`src/rtl/gamepad_report_conditioner_assert.svh`:
```
// Assertion macros for the gamepad report conditioner.
// Expects clk and rst_n in the scope of the including module.
`ifndef GAMEPAD_REPORT_CONDITIONER_ASSERT_SVH
`define GAMEPAD_REPORT_CONDITIONER_ASSERT_SVH

// Same-cycle implication under reset.
`define GRC_ASSERT_NOW(label, ante, cons, msg) \
    label: assert property (@(posedge clk) disable iff (!rst_n) (ante) |-> (cons)) \
        else $error(msg);

// Next-cycle implication under reset.
`define GRC_ASSERT_NEXT(label, ante, cons, msg) \
    label: assert property (@(posedge clk) disable iff (!rst_n) (ante) |=> (cons)) \
        else $error(msg);

`endif

```
`src/rtl/grc_pkg.sv`:
```
// Shared types and constants for the gamepad report conditioner.
// No dependencies.
`timescale 1ns / 1ps

package grc_pkg;

    localparam int PAD_SLOTS    = 4;
    localparam int BUTTON_COUNT = 15;
    localparam int SLOT_W       = 2;
    localparam int CNT_W        = 5;

    localparam logic [16:0] Q16_ONE    = 17'h10000;
    localparam logic [16:0] STICK_RST  = 17'd13107;
    localparam logic [16:0] TRIG_RST   = 17'd6554;
    localparam logic [CNT_W-1:0] SQRT_STEPS = 5'd17;
    localparam logic [CNT_W-1:0] DIV_STEPS  = 5'd18;

    localparam logic [1:0] REG_STICK_ZONE = 2'd0;
    localparam logic [1:0] REG_TRIG_ZONE  = 2'd1;

    typedef enum logic {
        OP_SQRT = 1'b0,
        OP_DIV  = 1'b1
    } arith_op_t;

    typedef struct packed {
        logic        start;
        arith_op_t   op;
        logic [47:0] num;
        logic [33:0] den;
    } arith_req_t;

    typedef struct packed {
        logic        done;
        logic [17:0] result;
    } arith_rsp_t;

    typedef struct packed {
        logic [SLOT_W-1:0]       pad_slot;
        logic                    present;
        logic [BUTTON_COUNT-1:0] raw_buttons;
        logic signed [15:0]      raw_left_x;
        logic signed [15:0]      raw_left_y;
        logic signed [15:0]      raw_right_x;
        logic signed [15:0]      raw_right_y;
        logic signed [15:0]      raw_left_trig;
        logic signed [15:0]      raw_right_trig;
    } in_t;

    typedef struct packed {
        logic [SLOT_W-1:0]       out_slot;
        logic                    connected;
        logic [BUTTON_COUNT-1:0] buttons_down;
        logic [BUTTON_COUNT-1:0] buttons_pressed;
        logic [BUTTON_COUNT-1:0] buttons_released;
        logic signed [15:0]      left_x;
        logic signed [15:0]      left_y;
        logic signed [15:0]      right_x;
        logic signed [15:0]      right_y;
        logic [15:0]             left_trig;
        logic [15:0]             right_trig;
    } out_t;

    typedef struct packed {
        logic [15:0] left_x;
        logic [15:0] left_y;
        logic [15:0] right_x;
        logic [15:0] right_y;
        logic [15:0] left_trig;
        logic [15:0] right_trig;
    } axes_t;

endpackage

```
`src/rtl/grc_arith.sv`:
```
// Shared square-root / divide unit, one result bit per cycle.
// Depends on grc_pkg.
`timescale 1ns / 1ps

module grc_arith
    import grc_pkg::*;
(
    input  logic       clk,
    input  logic       rst_n,
    input  arith_req_t req,
    output arith_rsp_t rsp
);

    logic             busy_reg, busy_next;
    logic             done_reg, done_next;
    arith_op_t        op_reg, op_next;
    logic [CNT_W-1:0] count_reg, count_next;
    logic [34:0]      rem_reg, rem_next;
    logic [47:0]      work_reg, work_next;
    logic [17:0]      acc_reg, acc_next;
    logic [33:0]      den_reg, den_next;

    logic [34:0] cand;
    logic [34:0] trial;
    logic [35:0] diff;
    logic        ge;

    always_comb
    begin
        if (op_reg == OP_SQRT)
        begin
            cand  = {rem_reg[32:0], work_reg[47:46]};
            trial = {15'd0, acc_reg, 2'b01};
        end
        else
        begin
            cand  = {rem_reg[33:0], work_reg[47]};
            trial = {1'b0, den_reg};
        end
        diff = {1'b0, cand} - {1'b0, trial};
        ge   = ~diff[35];
    end

    always_comb
    begin
        busy_next  = busy_reg;
        done_next  = 1'b0;
        op_next    = op_reg;
        count_next = count_reg;
        rem_next   = rem_reg;
        work_next  = work_reg;
        acc_next   = acc_reg;
        den_next   = den_reg;
        if (req.start)
        begin
            busy_next = 1'b1;
            op_next   = req.op;
            acc_next  = '0;
            den_next  = req.den;
            if (req.op == OP_SQRT)
            begin
                rem_next   = '0;
                work_next  = {req.num[33:0], 14'd0};
                count_next = SQRT_STEPS;
            end
            else
            begin
                rem_next   = {5'd0, req.num[47:18]};
                work_next  = {req.num[17:0], 30'd0};
                count_next = DIV_STEPS;
            end
        end
        else if (busy_reg)
        begin
            rem_next   = ge ? diff[34:0] : cand;
            acc_next   = {acc_reg[16:0], ge};
            work_next  = (op_reg == OP_SQRT) ? {work_reg[45:0], 2'b00}
                                             : {work_reg[46:0], 1'b0};
            count_next = count_reg - 1'b1;
            if (count_reg == 5'd1)
            begin
                busy_next = 1'b0;
                done_next = 1'b1;
            end
        end
    end

    always_ff @(posedge clk or negedge rst_n)
    begin
        if (!rst_n)
        begin
            busy_reg  <= 1'b0;
            done_reg  <= 1'b0;
            count_reg <= '0;
        end
        else
        begin
            busy_reg  <= busy_next;
            done_reg  <= done_next;
            count_reg <= count_next;
        end
    end

    always_ff @(posedge clk)
    begin
        op_reg   <= op_next;
        rem_reg  <= rem_next;
        work_reg <= work_next;
        acc_reg  <= acc_next;
        den_reg  <= den_next;
    end

    assign rsp.done   = done_reg;
    assign rsp.result = acc_reg;

endmodule

```
`src/rtl/grc_ctrl.sv`:
```
// Sequencer for the stick and trigger conditioning of one report.
// Depends on grc_pkg; drives grc_arith through its request struct.
`timescale 1ns / 1ps

module grc_ctrl
    import grc_pkg::*;
(
    input  logic        clk,
    input  logic        rst_n,
    input  logic        start,
    input  logic        release_done,
    input  in_t         item,
    input  logic [16:0] stick_zone,
    input  logic [16:0] trig_zone,
    input  arith_rsp_t  rsp,
    output arith_req_t  req,
    output logic        done,
    output axes_t       axes
);

    typedef enum logic [8:0] {
        ST_IDLE  = 9'b000000001,
        ST_SQX   = 9'b000000010,
        ST_SQY   = 9'b000000100,
        ST_ROOT  = 9'b000001000,
        ST_DEN   = 9'b000010000,
        ST_NUM   = 9'b000100000,
        ST_CHK   = 9'b001000000,
        ST_DIV   = 9'b010000000,
        ST_DONE  = 9'b100000000
    } state_t;

    state_t      state_reg, state_next;
    logic [2:0]  job_reg, job_next;
    logic [31:0] r2_reg, r2_next;
    logic [16:0] r16_reg, r16_next;
    logic [33:0] den_reg, den_next;
    logic [47:0] num_reg, num_next;
    logic        zero_reg, zero_next;
    logic        ovf_reg, ovf_next;
    logic [17:0] q_reg, q_next;
    logic        store;
    logic [15:0] res_reg [0:5];
    logic [15:0] res_val;

    logic [15:0] sx, sy, ax, ay, av, amag, traw, tval;
    logic [16:0] mul_a, mul_b, c16, cmz, dtrig, tmz;
    logic [33:0] prod;
    logic [31:0] r2_sum;

    always_comb
    begin
        sx   = job_reg[1] ? item.raw_right_x : item.raw_left_x;
        sy   = job_reg[1] ? item.raw_right_y : item.raw_left_y;
        ax   = sx[15] ? (~sx + 16'd1) : sx;
        ay   = sy[15] ? (~sy + 16'd1) : sy;
        av   = job_reg[0] ? sy : sx;
        amag = job_reg[0] ? ay : ax;
        traw = job_reg[0] ? item.raw_right_trig : item.raw_left_trig;
        tval = {~traw[15], traw[14:0]};
        c16  = (r16_reg > Q16_ONE) ? Q16_ONE : r16_reg;
        cmz  = c16 - stick_zone;
        dtrig = Q16_ONE - trig_zone;
        tmz  = {1'b0, tval} - trig_zone;
        case (state_reg)
            ST_SQX:
            begin
                mul_a = {1'b0, ax};
                mul_b = {1'b0, ax};
            end
            ST_SQY:
            begin
                mul_a = {1'b0, ay};
                mul_b = {1'b0, ay};
            end
            ST_DEN:
            begin
                mul_a = Q16_ONE - stick_zone;
                mul_b = r16_reg;
            end
            default:
            begin
                mul_a = {1'b0, amag};
                mul_b = cmz;
            end
        endcase
        prod   = mul_a * mul_b;
        r2_sum = r2_reg + prod[31:0];
    end

    always_comb
    begin
        if (job_reg[2])
            res_val = (ovf_reg || q_reg > 18'd65535) ? 16'hFFFF : q_reg[15:0];
        else if (av[15])
            res_val = (ovf_reg || q_reg > 18'd32768) ? 16'h8000 : (~q_reg[15:0] + 16'd1);
        else
            res_val = (ovf_reg || q_reg > 18'd32767) ? 16'h7FFF : q_reg[15:0];
    end

    always_comb
    begin
        state_next = state_reg;
        job_next   = job_reg;
        r2_next    = r2_reg;
        r16_next   = r16_reg;
        den_next   = den_reg;
        num_next   = num_reg;
        zero_next  = zero_reg;
        ovf_next   = ovf_reg;
        q_next     = q_reg;
        store      = 1'b0;
        req.start  = 1'b0;
        req.op     = OP_DIV;
        req.num    = num_reg;
        req.den    = den_reg;
        case (state_reg)
            ST_IDLE:
            begin
                if (start)
                begin
                    job_next   = 3'd0;
                    state_next = ST_SQX;
                end
            end
            ST_SQX:
            begin
                r2_next    = prod[31:0];
                state_next = ST_SQY;
            end
            ST_SQY:
            begin
                req.start  = 1'b1;
                req.op     = OP_SQRT;
                req.num    = {14'd0, r2_sum, 2'b00};
                state_next = ST_ROOT;
            end
            ST_ROOT:
            begin
                if (rsp.done)
                begin
                    r16_next   = rsp.result[16:0];
                    state_next = ST_DEN;
                end
            end
            ST_DEN:
            begin
                den_next   = prod;
                zero_next  = stick_zone[16] || (r16_reg <= stick_zone);
                state_next = ST_NUM;
            end
            ST_NUM:
            begin
                if (job_reg[2])
                begin
                    den_next  = {17'd0, dtrig};
                    zero_next = trig_zone[16] || ({1'b0, tval} <= trig_zone);
                    num_next  = {15'd0, tmz, 16'd0} + {32'd0, dtrig[16:1]};
                end
                else
                    num_next = {prod[31:0], 16'd0} + {15'd0, den_reg[33:1]};
                state_next = ST_CHK;
            end
            ST_CHK:
            begin
                q_next   = '0;
                ovf_next = 1'b0;
                if (zero_reg)
                    state_next = ST_DIV;
                else if ({4'd0, num_reg[47:18]} >= den_reg)
                begin
                    ovf_next   = 1'b1;
                    state_next = ST_DIV;
                end
                else
                begin
                    req.start  = 1'b1;
                    state_next = ST_DIV;
                end
            end
            ST_DIV:
            begin
                if (zero_reg || ovf_reg || rsp.done)
                begin
                    if (rsp.done)
                        q_next = rsp.result;
                    store    = 1'b1;
                    job_next = job_reg + 3'd1;
                    if (job_reg == 3'd5)
                        state_next = ST_DONE;
                    else if (job_reg == 3'd1)
                        state_next = ST_SQX;
                    else
                        state_next = ST_NUM;
                end
            end
            ST_DONE:
            begin
                if (release_done)
                    state_next = ST_IDLE;
            end
            default:
                state_next = ST_IDLE;
        endcase
    end

    // Division result lands with the done pulse; take it straight into the store.
    logic [15:0] store_val;
    always_comb
    begin
        if (rsp.done && !zero_reg && !ovf_reg)
        begin
            if (job_reg[2])
                store_val = (rsp.result > 18'd65535) ? 16'hFFFF : rsp.result[15:0];
            else if (av[15])
                store_val = (rsp.result > 18'd32768) ? 16'h8000
                                                     : (~rsp.result[15:0] + 16'd1);
            else
                store_val = (rsp.result > 18'd32767) ? 16'h7FFF : rsp.result[15:0];
        end
        else
            store_val = res_val;
    end

    always_ff @(posedge clk or negedge rst_n)
    begin
        if (!rst_n)
        begin
            state_reg <= ST_IDLE;
            job_reg   <= '0;
        end
        else
        begin
            state_reg <= state_next;
            job_reg   <= job_next;
        end
    end

    always_ff @(posedge clk)
    begin
        r2_reg   <= r2_next;
        r16_reg  <= r16_next;
        den_reg  <= den_next;
        num_reg  <= num_next;
        zero_reg <= zero_next;
        ovf_reg  <= ovf_next;
        q_reg    <= q_next;
        if (store)
            res_reg[job_reg] <= store_val;
    end

    assign done             = (state_reg == ST_DONE);
    assign axes.left_x      = res_reg[0];
    assign axes.left_y      = res_reg[1];
    assign axes.right_x     = res_reg[2];
    assign axes.right_y     = res_reg[3];
    assign axes.left_trig   = res_reg[4];
    assign axes.right_trig  = res_reg[5];

endmodule

```
`src/rtl/gamepad_report_conditioner.sv`:
```
// Gamepad report conditioner: one report beat in, one conditioned beat out, per pad slot.
// An absent pad yields a result with zeros except released buttons and the slot.
// Each report runs two roots and up to six quotients, one after another, on the shared
// square-root/divide unit, which yields one result bit per cycle, with 17 steps per root
// and 18 per quotient. Each stick or trigger value that falls inside its dead zone, or
// saturates, skips its quotient.
// in_ready stays low from an accepted beat until its result is loaded into the output register.
// Depends on grc_pkg, grc_arith, grc_ctrl and gamepad_report_conditioner_assert.svh.
`timescale 1ns / 1ps

module gamepad_report_conditioner
    import grc_pkg::*;
(
    input  logic        clk,
    input  logic        rst_n,
    input  logic        in_valid,
    output logic        in_ready,
    input  in_t         in_data,
    output logic        out_valid,
    input  logic        out_ready,
    output out_t        out_data,
    input  logic        cfg_valid,
    output logic        cfg_ready,
    input  logic [1:0]  cfg_index,
    input  logic [16:0] cfg_data
);

`include "gamepad_report_conditioner_assert.svh"

    logic [16:0] stick_zone_reg, trig_zone_reg;
    logic        conn_reg [0:PAD_SLOTS-1];
    logic [BUTTON_COUNT-1:0] held_reg [0:PAD_SLOTS-1];

    logic        busy_reg;
    logic        start_reg;
    in_t         item_reg;
    logic        conn_o_reg;
    logic [BUTTON_COUNT-1:0] down_reg, pressed_reg, released_reg;
    logic        out_valid_reg;
    out_t        out_reg;

    logic        in_accept, out_load, ctrl_done;
    logic [BUTTON_COUNT-1:0] prev;
    arith_req_t  req;
    arith_rsp_t  rsp;
    axes_t       axes;

    assign in_ready  = ~busy_reg;
    assign cfg_ready = 1'b1;
    assign in_accept = in_valid & in_ready;
    assign out_load  = ctrl_done & (~out_valid_reg | out_ready);
    assign prev      = held_reg[in_data.pad_slot];

    grc_arith u_arith (
        .clk    (clk),
        .rst_n  (rst_n),
        .req    (req),
        .rsp    (rsp)
    );

    grc_ctrl u_ctrl (
        .clk          (clk),
        .rst_n        (rst_n),
        .start        (start_reg),
        .release_done (out_load),
        .item         (item_reg),
        .stick_zone   (stick_zone_reg),
        .trig_zone    (trig_zone_reg),
        .rsp          (rsp),
        .req          (req),
        .done         (ctrl_done),
        .axes         (axes)
    );

    always_ff @(posedge clk or negedge rst_n)
    begin
        if (!rst_n)
        begin
            stick_zone_reg <= STICK_RST;
            trig_zone_reg  <= TRIG_RST;
            busy_reg       <= 1'b0;
            start_reg      <= 1'b0;
            out_valid_reg  <= 1'b0;
            for (int i = 0; i < PAD_SLOTS; i++)
            begin
                conn_reg[i] <= 1'b0;
                held_reg[i] <= '0;
            end
        end
        else
        begin
            start_reg <= in_accept;
            if (cfg_valid && cfg_index == REG_STICK_ZONE)
                stick_zone_reg <= cfg_data;
            if (cfg_valid && cfg_index == REG_TRIG_ZONE)
                trig_zone_reg <= cfg_data;
            if (in_accept)
            begin
                busy_reg <= 1'b1;
                if (in_data.present)
                begin
                    held_reg[in_data.pad_slot] <= in_data.raw_buttons;
                    conn_reg[in_data.pad_slot] <= 1'b1;
                end
                else
                begin
                    held_reg[in_data.pad_slot] <= '0;
                    conn_reg[in_data.pad_slot] <= 1'b0;
                end
            end
            else if (out_load)
                busy_reg <= 1'b0;
            if (out_load)
                out_valid_reg <= 1'b1;
            else if (out_ready)
                out_valid_reg <= 1'b0;
        end
    end

    always_ff @(posedge clk)
    begin
        if (in_accept)
        begin
            item_reg   <= in_data;
            conn_o_reg <= in_data.present;
            if (in_data.present)
            begin
                down_reg <= in_data.raw_buttons;
                if (conn_reg[in_data.pad_slot])
                begin
                    pressed_reg  <= in_data.raw_buttons & ~prev;
                    released_reg <= prev & ~in_data.raw_buttons;
                end
                else
                begin
                    pressed_reg  <= '0;
                    released_reg <= '0;
                end
            end
            else
            begin
                down_reg     <= '0;
                pressed_reg  <= '0;
                released_reg <= prev;
            end
        end
        if (out_load)
        begin
            out_reg.out_slot         <= item_reg.pad_slot;
            out_reg.connected        <= conn_o_reg;
            out_reg.buttons_down     <= down_reg;
            out_reg.buttons_pressed  <= pressed_reg;
            out_reg.buttons_released <= released_reg;
            out_reg.left_x     <= conn_o_reg ? axes.left_x     : 16'd0;
            out_reg.left_y     <= conn_o_reg ? axes.left_y     : 16'd0;
            out_reg.right_x    <= conn_o_reg ? axes.right_x    : 16'd0;
            out_reg.right_y    <= conn_o_reg ? axes.right_y    : 16'd0;
            out_reg.left_trig  <= conn_o_reg ? axes.left_trig  : 16'd0;
            out_reg.right_trig <= conn_o_reg ? axes.right_trig : 16'd0;
        end
    end

    assign out_valid = out_valid_reg;
    assign out_data  = out_reg;

    `GRC_ASSERT_NEXT(a_busy_after_accept, in_valid && in_ready, !in_ready,
        "input accepted while a report is still in work")
    `GRC_ASSERT_NOW(a_absent_at_rest, out_valid && !out_data.connected,
        out_data.buttons_down == '0 && out_data.left_trig == '0 && out_data.right_x == '0,
        "absent pad reports motion")
    `GRC_ASSERT_NOW(a_edges_disjoint, out_valid,
        (out_data.buttons_pressed & out_data.buttons_released) == '0,
        "button pressed and released in one beat")
    `GRC_ASSERT_NOW(a_pressed_held, out_valid,
        (out_data.buttons_pressed & ~out_data.buttons_down) == '0,
        "pressed button not held")

endmodule
```
`config.mk`:
```
export PLATFORM = sky130hd
export DESIGN_NAME = gamepad_report_conditioner
export DESIGN_NICKNAME = d
export VERILOG_FILES = /design/src/rtl/grc_pkg.sv /design/src/rtl/grc_arith.sv /design/src/rtl/grc_ctrl.sv /design/src/rtl/gamepad_report_conditioner.sv
export VERILOG_INCLUDE_DIRS = /design/src /design/src/rtl
export SDC_FILE = /design/constraint.sdc
export NUM_CORES = 2
export LEC_CHECK = 0
export BUFFER_PORTS_ARGS = -buffer_cell sky130_fd_sc_hd__buf_2
export CAP_MARGIN = 20
export CORE_MARGIN = 2
export CORE_UTILIZATION = 30
export DETAILED_ROUTE_END_ITERATION = 10
export GPL_TIMING_DRIVEN = 0
export SYNTH_ARGS = -nofsm -noshare
export SYNTH_HDL_FRONTEND = slang
export SYNTH_SLANG_ARGS = --single-unit
```
`constraint.sdc`:
```
create_clock -name clk -period 13.9 [get_ports clk]
set_clock_uncertainty 0.15 [all_clocks]
set_input_delay 1.39 -clock clk [delete_from_list [all_inputs] [get_ports clk]]
set_output_delay 1.39 -clock clk [all_outputs]
set_load 0.01 [all_outputs]
```
# Word-level counts from Yosys, hierarchy flattened
# Memory sizes are Yosys's and may differ from the RTL's. A register that Yosys moved wholly into a read port is not among the register bits.
# Index checks and enable logic that the tools add are counted.
dict set report classes {
  addsub 14
  n_mul 1
  div 0
  magnitude_cmp 12
  n_eq_ne 19
  n_shift 0
  mux 86
  n_bitwise 21
  reduce_logical 33
}
# operator n
set op_table {}
lappend op_table {{$mux 16} 18}
lappend op_table {{$mux 48} 5}
lappend op_table {{$mux 34} 5}
lappend op_table {{$pmux 17 s3} 2}
lappend op_table {{$pmux 9 s9} 1}
lappend op_table {{$mux 15} 5}
lappend op_table {{$gt 18x16->1 const B} 4}
lappend op_table {{$pmux 34 s2} 1}
lappend op_table {{$add 16x1->16 const B} 4}
lappend op_table {{$not 16->16} 4}
lappend op_table {{$and 60x60->60} 1}
lappend op_table {{$bwmux 60} 1}
lappend op_table {{$mux 60} 1}
lappend op_table {{$not 60->60} 1}
lappend op_table {{$mux 49} 1}
lappend op_table {{$add 48x33->48} 1}
lappend op_table {{$mux 9} 5}
lappend op_table {{$gt 18x15->1 const B} 2}
lappend op_table {{$mux 18} 2}
lappend op_table {{$pmux 18 s2} 1}
lappend op_table {{$sub 35x34->36} 1}
lappend op_table {{$mux 35} 1}
lappend op_table {{$add 33x16->34} 1}
lappend op_table {{$ge 30x34->1} 1}
lappend op_table {{other kinds (58)} 117}
dict set report word_totals {
  register_bits 598
  latchBits 0
  ramBits 96
  romBits 0
  in_bits 138
  out_inout_bits 147
  word_cells 233
  memories 1
}
# name depth width read_ports rd_ports_with_merged_regs wr line_no
set memory_table {}
lappend memory_table {u_ctrl.res_reg 6 16 6 6 1 grc_ctrl.sv:43} ;# logic [15:0] res_reg [0:5];

# Logic depth before layout (Yosys ltp)
dict set report depth {
  depth_word 11
  ltp_mapped 47
  mapped_depth_nobuf 45
}

# Modules after synthesis
# A second synthesis with hierarchy kept.
dict set report hier_totals {
  hier_cells 4697
  hier_area_um2 50596.0
}
# mod instances cells_per_inst area_per_inst_um2 seq_area_each_um2
set by_module_without_submodules {}
lappend by_module_without_submodules {grc_ctrl 1 3114 28245.8 7718.7}
lappend by_module_without_submodules {gamepad_report_conditioner 1 785 14253.7 11644.9}
lappend by_module_without_submodules {grc_arith 1 798 8096.5 3628.5}

# Worst setup path after synthesis
# Ideal clock, no wire load.
dict set report synth_path {
  path_kind {register to register}
  startpoint {register u_ctrl.r16_reg[16]}
  endpoint {register u_arith.work_reg[47], data pin}
  setup_ns 0.261
  arrival_ns 10.825
  required_time_ns 13.489
  slack_ns 2.664
  stages_incl_launch_ff 44
  n_path_buf 1
  synth_period_minus_slack_ns 11.236
  cell_sequence {edfxtp_1 inv_1 a41oi_1 nand2b_1 ha_1 inv_1 fa_1 a21o_1 a21oi_1 o21bai_1 a2111oi_0 o31ai_1 nand2_1 nor3_1 o31a_1 o31ai_1 clkbuf_1 and2_1 (+8 left out) fa_1 inv_1 ha_1 nand3_1 or2_2 o32ai_1 o31ai_1 xor2_1 inv_1 ha_1 a21o_1 a21oi_1 nand3b_1 a21oi_1 o31ai_1 a221oi_1 xnor2_1 a221o_1}
}
dict set report synth_via {
  elab_chain_len 9
}
# item line_no
set synth_rtl {}
lappend synth_rtl {{from (decl)} grc_ctrl.sv:36} ;# logic [16:0] r16_reg, r16_next;
lappend synth_rtl {{from (signal assigned)} grc_ctrl.sv:242} ;# r16_reg <= r16_next;
lappend synth_rtl {{$gt 17x17->1} grc_ctrl.sv:61} ;# c16 = (r16_reg > Q16_ONE) ? Q16_ONE : r16_reg;
lappend synth_rtl {{$mux 17} grc_ctrl.sv:61}
lappend synth_rtl {{$sub 17x17->17} grc_ctrl.sv:62} ;# cmz = c16 - stick_zone;
lappend synth_rtl {{$pmux 17 s3 *} grc_ctrl.sv:65} ;# case (state_reg)
lappend synth_rtl {{$mul 17x17->34 *} grc_ctrl.sv:87} ;# prod = mul_a * mul_b;
lappend synth_rtl {{via u_ctrl.prod[23]} grc_ctrl.sv:48} ;# logic [33:0] prod;
lappend synth_rtl {{$add 32x32->32 *} grc_ctrl.sv:88} ;# r2_sum = r2_reg + prod[31:0];
lappend synth_rtl {{$mux 49 *} grc_ctrl.sv:117} ;# case (state_reg)
lappend synth_rtl {{$mux 48 *} grc_arith.sv:60} ;# if (req.op == OP_SQRT)
lappend synth_rtl {{$mux 48 *} grc_arith.sv:54} ;# if (req.start)
lappend synth_rtl {{via u_arith.work_next[47]} grc_arith.sv:19} ;# logic [47:0] work_reg, work_next;
lappend synth_rtl {{to (signal assigned)} grc_arith.sv:108} ;# work_reg <= work_next;
lappend synth_rtl {{to (decl)} grc_arith.sv:19}
# Mark *: on every way through the listed nets, which the timed path passes. The rest lies on a longest branch.
# A chain may end at the register's enable or synchronous reset.

# Worst setup path after layout
dict set report layout_path {
  startpoint {register u_ctrl.job_reg[1]}
  endpoint {register u_arith.work_reg[47], data pin}
}
dict set report layout_via {
  elab_chain_len 11
  word_cells_on_any_way 16
  cone_classes {add/sub (3); mul (1); mux (10); bitwise (2)}
}
# item line_no
set layout_rtl {}
lappend layout_rtl {{from (decl)} grc_ctrl.sv:34} ;# logic [2:0] job_reg, job_next;
lappend layout_rtl {{from (signal assigned)} grc_ctrl.sv:235} ;# job_reg <= job_next;
lappend layout_rtl {{$mux 16 (on tied branches)} {grc_ctrl.sv:53, grc_ctrl.sv:54}}
lappend layout_rtl {{$not 16->16 (on tied branches)} {grc_ctrl.sv:55, grc_ctrl.sv:56}}
lappend layout_rtl {{$add 16x1->16 (on tied branches)} {grc_ctrl.sv:55, grc_ctrl.sv:56}}
lappend layout_rtl {{$mux 16 (on tied branches)} {grc_ctrl.sv:55, grc_ctrl.sv:56}}
lappend layout_rtl {{$mux 16} grc_ctrl.sv:58} ;# amag = job_reg[0] ? ay : ax;
lappend layout_rtl {{$pmux 17 s3} grc_ctrl.sv:65}
lappend layout_rtl {{$mul 17x17->34 *} grc_ctrl.sv:87}
lappend layout_rtl {{via u_ctrl.prod[13]} grc_ctrl.sv:48}
lappend layout_rtl {{$add 32x32->32 *} grc_ctrl.sv:88}
lappend layout_rtl {{$mux 49 *} grc_ctrl.sv:117}
lappend layout_rtl {{$mux 48 *} grc_arith.sv:60}
lappend layout_rtl {{$mux 48 *} grc_arith.sv:54}
lappend layout_rtl {{via u_arith.work_next[47]} grc_arith.sv:19}
# Marks and branches as above.

==> impl_metrics.ini <==
[synthesis]
synth.most_common_cell = edfxtp_1
yosys.area.top_type = edfxtp_1
syn_nets = 5139
synth_area_leaders = edfxtp_1, fa_1, ha_1
synth_area_mm2 = 0.0491
synthTopCellsByCount = edfxtp_1, nand2_1, inv_1
synth_cell_types = 93
avgSynthCellArea_um2 = 10.9
yosysSeqAreaShare_pct = 45.9
ys_seq_elements = 776
synth.top_cell.area_share_pct = 39.0
synth-edff-count = 638
syn_inst = 4493
yosys_warnings = 0
async_flop_share_pct = 15.5
synth_top_flop_cell = edfxtp_1

[critical_path]
start_kind = flip-flop
worst-r2r-cell-count = 36
critPathArrivalTime_ns = 13.71
cpMostUsedCell = fa_1
cpPeakStageDelay_ns = 0.77
crit_path_end_kind = flip-flop
path_max_fanout = 10
cp_slowest_cell = o211ai_1
worstSetupPathType = reg2reg
required_ns = 14.20

[cts]
ctsLongestPathBuffers = 3
cts_sinks = 776
clkLatencyLatePin_ns = 0.71
htree_num_levels = 3
cts_made_buffers = 84
cts-hold-fix-buffers = 0
cts_tree = yes
clk_pin_slew_ns = 0.06
cts_root_buffer = clkbuf_16

[timing]
grt_setup_unrepaired = false
min_period_over_period_pct = 96.5
fin_ws_ns = 0.489
drv_slew = 0
max_freq_mhz = 74.6
setup_violations = 0
fin_crit_ns = 13.41
tightest_slew_ns = 1.24
relSlewSlack_pct = 17.4
hold_viol = 0

[placement]
gp_congestion = 0.947
place_area_mm2 = 0.0537
place_hpwl_um = 122000
portBuffers = 283
pre_cts_slack_ns = -0.391

[route]
detail-route-antenna-nets = 0
wl_met1_um = 65600
drcViolationCount = 0
vias = 36200
highest_layer = met5
wl_met3_um = 8970
wl_per_cell_um = 21.9
vias_per_cell = 5.07
wirelength_um = 156000
wl_met2_um = 74800
first_iter_violations = 3116
first_pass_iters = 6

[global_routing]
grt_start_max_net_pins = 97
grt_use_total_pct = 18.4
antenna_found_initial = 5
grt_pass1_wl_um = 232000
overflow = 0
grt_pass1_vias = 36300

[layout]
design_area_mm2 = 0.0566
fillCellCount = 16400
largest_register_ffs = 144
drive_gt1_share_pct = 13.2
layout.nets = 5538
synthToLayoutAreaGrowth_pct = 15.3

[outcome]
status = complete, no violations

[min_path]
hold_class = reg2reg
worstHoldPathCells = 0

[floorplan]
die_width_um = 409
num_rows = 148
core_area_mm2 = 0.163
die_h_um = 409
die-area_mm2 = 0.167
floorplan.initialDensity_pct = 30.2
io_pins = 285

[run]
cap_violations = 0
[critical path, delay by kind of cell (launching register included)]
family                     cells  cell delay [ns]
and+or+nand+nor                4             1.09
DFF                            1             0.60
xor gates and xnor gates       3             1.26
adders and majority gates      8             3.81
buffers and inverters         10             2.91
muxes                          1             0.13
AOI/OAI and AO/OA             10             3.18
[layout make-up]
| type | instances | area (um2) | share of cell area, % |
|---|---|---|---|
| clock buffer | 105 | 2200 | 3.89 |
| sequential | 776 | 22500 | 39.8 |
| tap | 2175 | 2720 | 4.81 |
| antenna | 2 | 5.00 | 0.00884 |
| multi-input combinational | 3110 | 24400 | 43.1 |
| clock inverter | 46 | 548 | 0.968 |
| inverter | 425 | 1600 | 2.83 |
| buffer | 182 | 723 | 1.28 |
| timing repair buffer | 313 | 1850 | 3.27 |
[logic make-up after synthesis]
group / share of synthesized area [%]
multiplexers: 4.92
buffers and inverters: 4.70
flip-flops: 45.9
other: 0.0153
XOR/XNOR: 3.10
AO/OA/AOI/OAI: 11.0
AND/OR/NAND/NOR: 13.9
adder cells (fa/ha/maj): 16.4
[cell usage in the layout, fill, tap and decap left out, types with 104 or more instances in the layout]
cell,synthesis,layout
mux2i_1,106,106
dfrtp_1,104,104
edfxtp_1,638,638
o21ai_0,276,274
a21oi_1,163,162
fa_1,229,229
inv_1,424,423
nand2_1,535,534
ha_1,279,279
and2_1,217,217
clkbuf_1,145,158
buf_2,20,303
nor2_1,182,179
[final timing paths]
path                                        start                   end  slack [ns]
worst max-delay path            u_ctrl.job_reg[1]  u_arith.work_reg[47]        0.49
worst min-delay path              released_reg[6]         out_data[102]        0.25
worst max register to register  u_ctrl.job_reg[1]  u_arith.work_reg[47]        0.49
worst min register to register    released_reg[6]         out_data[102]        0.25
max in group asynchronous                   rst_n     stick_zone_reg[8]       12.26
min in group asynchronous                   rst_n          held_reg[37]        0.47
[repair_timing]
action	in CTS	in global routing
pin swaps	0	2
setup endpoints to repair	2	10
gates resized for setup	5	22
gates cloned	0	0
buffers inserted	0	4
[per-layer routing]
layer  up-vias  GRT usage [%]
li1      16700              -
met1     18000           23.8
met2      1275           31.0
met3       277           2.41
met4         2           7.61
met5         -              0
[metrics by stage]
step	cells	hold WS (ns)	TNS (ns)	util, %
after floorplan	4493	0.250	0	-
after global placement	6951	0.252	-7.64	32.7
after detailed placement	6976	0.255	-0.626	33.0
after CTS	7127	0.248	0	34.7
after global routing	7132	0.271	0	34.8
final	7134	0.253	0	34.8
Power is left out: the tool's default activity adds up to more than one toggle a clock period on the data nets, which glitch-free logic cannot reach.
